### config.mk
export PLATFORM = sky130hd
export DESIGN_NAME = lsp_div
export DESIGN_NICKNAME = d
export VERILOG_FILES = /design/src/lsp_pkg.sv /design/src/lsp_div.sv
export SDC_FILE = /design/constraint.sdc
export NUM_CORES = 1
export LEC_CHECK = 0
export ABC_AREA = 1
export BUFFER_PORTS_ARGS = -buffer_cell sky130_fd_sc_hd__buf_2
export CAP_MARGIN = 30
export CORE_ASPECT_RATIO = 0.6
export CORE_MARGIN = 1
export CORE_UTILIZATION = 35
export CTS_BUF_LIST = sky130_fd_sc_hd__clkbuf_4 sky130_fd_sc_hd__clkbuf_8
export CTS_CLUSTER_DIAMETER = 150
export DETAILED_ROUTE_END_ITERATION = 8
export PLACE_DENSITY = 0.6
export SLEW_MARGIN = 20
export SYNTH_ARGS = -nofsm -noshare
export SYNTH_HDL_FRONTEND = slang
export SYNTH_SLANG_ARGS = --single-unit
### constraint.sdc
create_clock -name i_clk -period 1.9 [get_ports i_clk]
set_input_delay 0.19 -clock i_clk [delete_from_list [all_inputs] [get_ports i_clk]]
set_output_delay 0.19 -clock i_clk [all_outputs]
set_load 0.03 [all_outputs]
### src/lsp_pkg.sv
`default_nettype none

package lsp_pkg;

    // Window geometry
    localparam int MAX_WINDOW = 64;
    localparam int WIN_AW     = $clog2(MAX_WINDOW);
    localparam int FILL_W     = $clog2(MAX_WINDOW + 1);

    // Field and register widths
    localparam int POS_W    = 12;
    localparam int GAIN_W   = 24;
    localparam int CREF_W   = 10;
    localparam int WLEN_W   = 7;
    localparam int ANGLE_W  = 32;
    localparam int ERR_W    = 13;
    localparam int DIFF_W   = 14;
    localparam int CFG_AW   = 3;
    localparam int CFG_DW   = 24;

    // Accumulator and divider widths
    localparam int DEN_MAX   = MAX_WINDOW * (MAX_WINDOW + 1) / 2;
    localparam int DEN_W     = $clog2(DEN_MAX + 1);
    localparam int PSUM_W    = ANGLE_W + WIN_AW;
    localparam int WSUM_W    = ANGLE_W + DEN_W;
    localparam int WPROD_W   = ANGLE_W + FILL_W + 1;
    localparam int DIV_CNT_W = $clog2(WSUM_W);

    // Configuration register indexes
    localparam logic [CFG_AW-1:0] CFG_KP   = 3'd0;
    localparam logic [CFG_AW-1:0] CFG_KI   = 3'd1;
    localparam logic [CFG_AW-1:0] CFG_KD   = 3'd2;
    localparam logic [CFG_AW-1:0] CFG_CREF = 3'd3;
    localparam logic [CFG_AW-1:0] CFG_WLEN = 3'd4;

    // Configuration reset values
    localparam logic signed [GAIN_W-1:0] KP_RESET   = 24'sd32768;
    localparam logic signed [GAIN_W-1:0] KI_RESET   = 24'sd33;
    localparam logic signed [GAIN_W-1:0] KD_RESET   = 24'sd3277;
    localparam logic [CREF_W-1:0]        CREF_RESET = 10'd320;
    localparam logic [WLEN_W-1:0]        WLEN_RESET = 7'd50;

    typedef struct packed {
        logic signed [POS_W-1:0] left_pos;
        logic signed [POS_W-1:0] right_pos;
    } t_in;

    typedef struct packed {
        logic signed [ANGLE_W-1:0] steer_angle;
        logic signed [ANGLE_W-1:0] smoothed_angle;
    } t_out;

endpackage

`default_nettype wire

### src/lsp_div.sv
`default_nettype none

module lsp_div (
    input  wire logic                                i_clk,
    input  wire logic                                i_rst_n,
    input  wire logic                                i_start,
    input  wire logic signed [lsp_pkg::WSUM_W-1:0]   i_dividend,
    input  wire logic [lsp_pkg::DEN_W-1:0]           i_divisor,
    output logic                                     o_done,
    output logic signed [lsp_pkg::ANGLE_W-1:0]       o_quotient
);

    localparam logic [lsp_pkg::DIV_CNT_W-1:0] LAST_STEP =
        lsp_pkg::DIV_CNT_W'(lsp_pkg::WSUM_W - 1);

    logic                             r_busy;
    logic                             r_done;
    logic [lsp_pkg::DIV_CNT_W-1:0]    r_cnt;
    logic [lsp_pkg::DEN_W-1:0]        r_rem;
    logic [lsp_pkg::WSUM_W-1:0]       r_quo;
    logic [lsp_pkg::DEN_W-1:0]        r_div;
    logic                             r_neg;

    logic [lsp_pkg::DEN_W:0]          w_shift;
    logic [lsp_pkg::DEN_W:0]          w_diff;
    logic                             w_fits;
    logic [lsp_pkg::WSUM_W-1:0]       w_mag;
    logic [lsp_pkg::WSUM_W-1:0]       w_quo_signed;

    assign w_mag   = i_dividend[lsp_pkg::WSUM_W-1] ? (~i_dividend + 1'b1) : i_dividend;
    assign w_shift = {r_rem, r_quo[lsp_pkg::WSUM_W-1]};
    assign w_diff  = w_shift - {1'b0, r_div};
    assign w_fits  = (w_shift >= {1'b0, r_div});

    // Restoring division on the magnitude, one quotient bit per cycle.
    always_ff @(posedge i_clk) begin
        if (!i_rst_n) begin
            r_busy <= 1'b0;
            r_done <= 1'b0;
            r_cnt  <= '0;
        end else begin
            r_done <= 1'b0;
            if (i_start) begin
                r_busy <= 1'b1;
                r_cnt  <= '0;
            end else if (r_busy) begin
                r_cnt <= r_cnt + 1'b1;
                if (r_cnt == LAST_STEP) begin
                    r_busy <= 1'b0;
                    r_done <= 1'b1;
                end
            end
        end
    end

    always_ff @(posedge i_clk) begin
        if (i_start) begin
            r_rem <= '0;
            r_quo <= w_mag;
            r_div <= i_divisor;
            r_neg <= i_dividend[lsp_pkg::WSUM_W-1];
        end else if (r_busy) begin
            if (w_fits) begin
                r_rem <= w_diff[lsp_pkg::DEN_W-1:0];
            end else begin
                r_rem <= w_shift[lsp_pkg::DEN_W-1:0];
            end
            r_quo <= {r_quo[lsp_pkg::WSUM_W-2:0], w_fits};
        end
    end

    // The average always fits the angle range, so the low bits carry it.
    assign w_quo_signed = r_neg ? (~r_quo + 1'b1) : r_quo;
    assign o_quotient   = w_quo_signed[lsp_pkg::ANGLE_W-1:0];
    assign o_done       = r_done;

endmodule

`default_nettype wire

==> results.json <==
{
  "nNetsFinal": 1088,
  "dr.pass1.iters": 5,
  "synth_area_per_cell_um2": 7.07,
  "fin_ws_ps": -392,
  "setup-violations-final": 26,
  "slew-limit-headroom_pct": 60.8,
  "hold_ws_ps": 21.1,
  "end_kind": "output port",
  "fin_crit_sh_pct": 121,
  "wirelength_mm": 19.2,
  "root_buffer": "clkbuf_8",
  "path_buf_inv": 1,
  "power_per_cell_area_nw_per_um2": 641,
  "hp-class": "input port to flip-flop",
  "numPortBuffers": 91,
  "gp_congestion": 0.928,
  "grt_setup_unrepaired": "yes",
  "yosysWarnings": 0,
  "crit_family": "simple AND/OR/NAND/NOR gates",
  "top_layer": "met4",
  "remaining_drc_errors": 0,
  "vias": 6132,
  "antenna_cells": 0,
  "clock_latency_ps": 350,
  "dp_hpwl_mm": 14.9,
  "grt_antenna_before_repair": 0,
  "final_core_util_pct": 49.7,
  "arrival_ps": 2100,
  "core-area_um2": 16400,
  "clock.fmax_mhz": 436,
  "synth-seq-cells": 77,
  "drt_iter0_markers": 630,
  "final.min_clock_period_ps": 2290,
  "p_leak_nw": 3.71,
  "critical_path.max_stage_delay_ps": 440,
  "cts_tree": "yes",
  "final.setup.tns_ps": -7550,
  "fillers": 1607,
  "cp_cell_sequence": "nor2_2 > nand2_4 > nor3_4 > nand2_2 > nor2_4 > nand3b_1 > nand2_1 > xor2_2 > buf_6",
  "netlist_area_um2": 5950,
  "slowest_stage": "edfxtp_1",
  "crit_path_start_kind": "flip-flop",
  "dieArea_um2": 17500,
  "num_rows": 36,
  "viasPerCell": 4.92,
  "wl_met3_mm": 1.62,
  "die_x_um": 170,
  "tightest_slew_ps": 587,
  "clkTransAtPathRegs_ps": 90,
  "floorplan.initialDensity_pct": 36.2,
  "slew_violations": 0,
  "status": "complete, but fails checks",
  "clock_sinks": 77,
  "cts_made_buffers": 9,
  "grt_first_pass_wirelength_mm": 29.2,
  "synth_cells": 842,
  "grt_util_all_layers_pct": 22.1,
  "pin_count": 92,
  "wirelength_met1_mm": 10.8,
  "wl_per_cell_um": 15.4,
  "vdd_drop_max_mv": 0.283,
  "wl_met2_mm": 6.67,
  "finalHoldViolCount": 0,
  "cts_buffer_depth": 2,
  "grt_pass1_vias": 5404,
  "cp.required_ps": 1710,
  "ys_types": 44,
  "fp.dieH_um": 103,
  "violations": "negative setup slack",
  "grt_max_degree": 48,
  "path_max_fanout": 4,
  "syn2layout_area_growth_pct": 37.4,
  "grt-ovfl-total": 0,
  "ant_nets": 0,
  "skew_ps": 12.4,
  "synth_nets": 917,
  "crit_type": "flip-flop to output port",
  "ys_seq_area_share_pct": 35.5,
  "maxCapViolations": 0,
  "cts_max_level": 3,
  "drive_above_1_share_pct": 29.5
}
## Yosys cell counts (all sizes together)
cell type  instances  area (um^2)
a21oi             18         97.6
a31o               1         8.76
a31oi              5         31.3
and2               1         6.26
and3               1         6.26
buf               15         80.1
clkbuf            10         37.5
dfxtp             20          400
edfxtp            57         1710
fa                 1         20.0
ha                15          188
inv              114          428
nand2            228          876
nand3             88          455
nand3b             4         30.0
nand4             35          225
nor2              90          355
nor3               9         72.6
nor4               2         12.5
o211ai             2         15.0
o21ai             65          367
o21bai             3         22.5
o31ai              4         35.0
or2                2         12.5
xnor2              7         61.3
xor2              45          394
## flip-flops by register name, summed over array words and instances, names as in the netlist
register  count
r_quo        44
r_busy        1
r_rem        12
r_neg         1
r_div        12
o_done        1
r_cnt         6
## cell usage in the layout, fill, tap and decap left out, types with 4 or more instances in the layout
master	count
nand4_1	34
clkbuf_8	9
buf_6	26
nand2_2	20
nand3b_1	4
nand3_2	11
nand2_1	203
dfxtp_1	20
inv_2	7
nand2_4	5
buf_2	65
o21ai_2	7
xor2_1	33
a21oi_2	4
nor2_2	10
a21oi_1	12
xor2_2	12
buf_4	79
inv_1	105
ha_4	9
nand3_1	75
o21ai_1	10
o21ai_0	46
nor2_1	78
edfxtp_1	57
nor3_1	5
ha_1	4
xnor2_1	5
dlygate4sd3_1	11
## through the flow
stage,cells,setup WS [ps],area [um^2],power [mW]
after floorplan,842,2.27,6020,3.06
after global placement,1201,-19.1,7160,3.67
after global routing,1246,-544,8170,5.48
final,1246,-392,8170,5.24
after CTS,1231,-373,7680,5.10
after detailed placement,1201,-25.6,7160,3.68
## report_power, final
part           internal (mW)  leakage (nW)  switching, mW
Combinational          0.738          2.86           1.12
Sequential              1.98         0.740          0.115
Clock                  0.615         0.102          0.667
Total                   3.33          3.71           1.90
## layer usage
layer,up-vias,track usage [%]
met2,248,26.5
met4,0,3.88
li1,3100,-
met5,-,0
met3,14,4.38
met1,2770,38.0
## repair_timing
item                                    4_1_cts  5_1_grt
resized for setup                            59       84
gates cloned                                  0        1
hold endpoints to repair                      9        2
endpoints found under the setup margin       32       85
setup buffers                                 5       12
hold buffers                                  9        2
pin swaps                                     9       23
## cell type report
| type | count | area (um^2) | share of cell area [%] |
|---|---|---|---|
| well taps | 228 | 285 | 3.49 |
| clock inverters | 7 | 73.8 | 0.903 |
| repair buffers | 184 | 1380 | 16.9 |
| multi-input cells | 626 | 3760 | 46.0 |
| clock buffers | 9 | 124 | 1.52 |
| flip-flops and latches | 77 | 2110 | 25.8 |
| repair inverters | 1 | 7.51 | 0.0919 |
| inverters | 114 | 432 | 5.28 |
## logic make-up (layout without fill, tap and decap cells)
family	after synthesis	after routing	share of synthesized area, %
fa+ha+maj	16	16	3.49
buf+inv	139	315	9.17
flops	77	77	35.5
simple gates	460	460	34.5
xor+xnor	52	52	7.66
compound gates	98	98	9.69
## worst paths after layout
kind / to / depth (start not counted) / slack (ps) / from
worst max-delay path: o_quotient[24] / 9 / -390 / r_quo[3]$_DFFE_PP_
worst min-delay path: r_div[6]$_DFFE_PP_ / 1 / 20 / i_divisor[6]
worst max register to register: r_rem[6]$_SDFFE_PP0P_ / 10 / 80 / r_div[0]$_DFFE_PP_
worst min register to register: r_cnt[1]$_SDFFE_PP0P_ / 2 / 490 / r_cnt[1]$_SDFFE_PP0P_
Power figures use the tool's default switching activity.
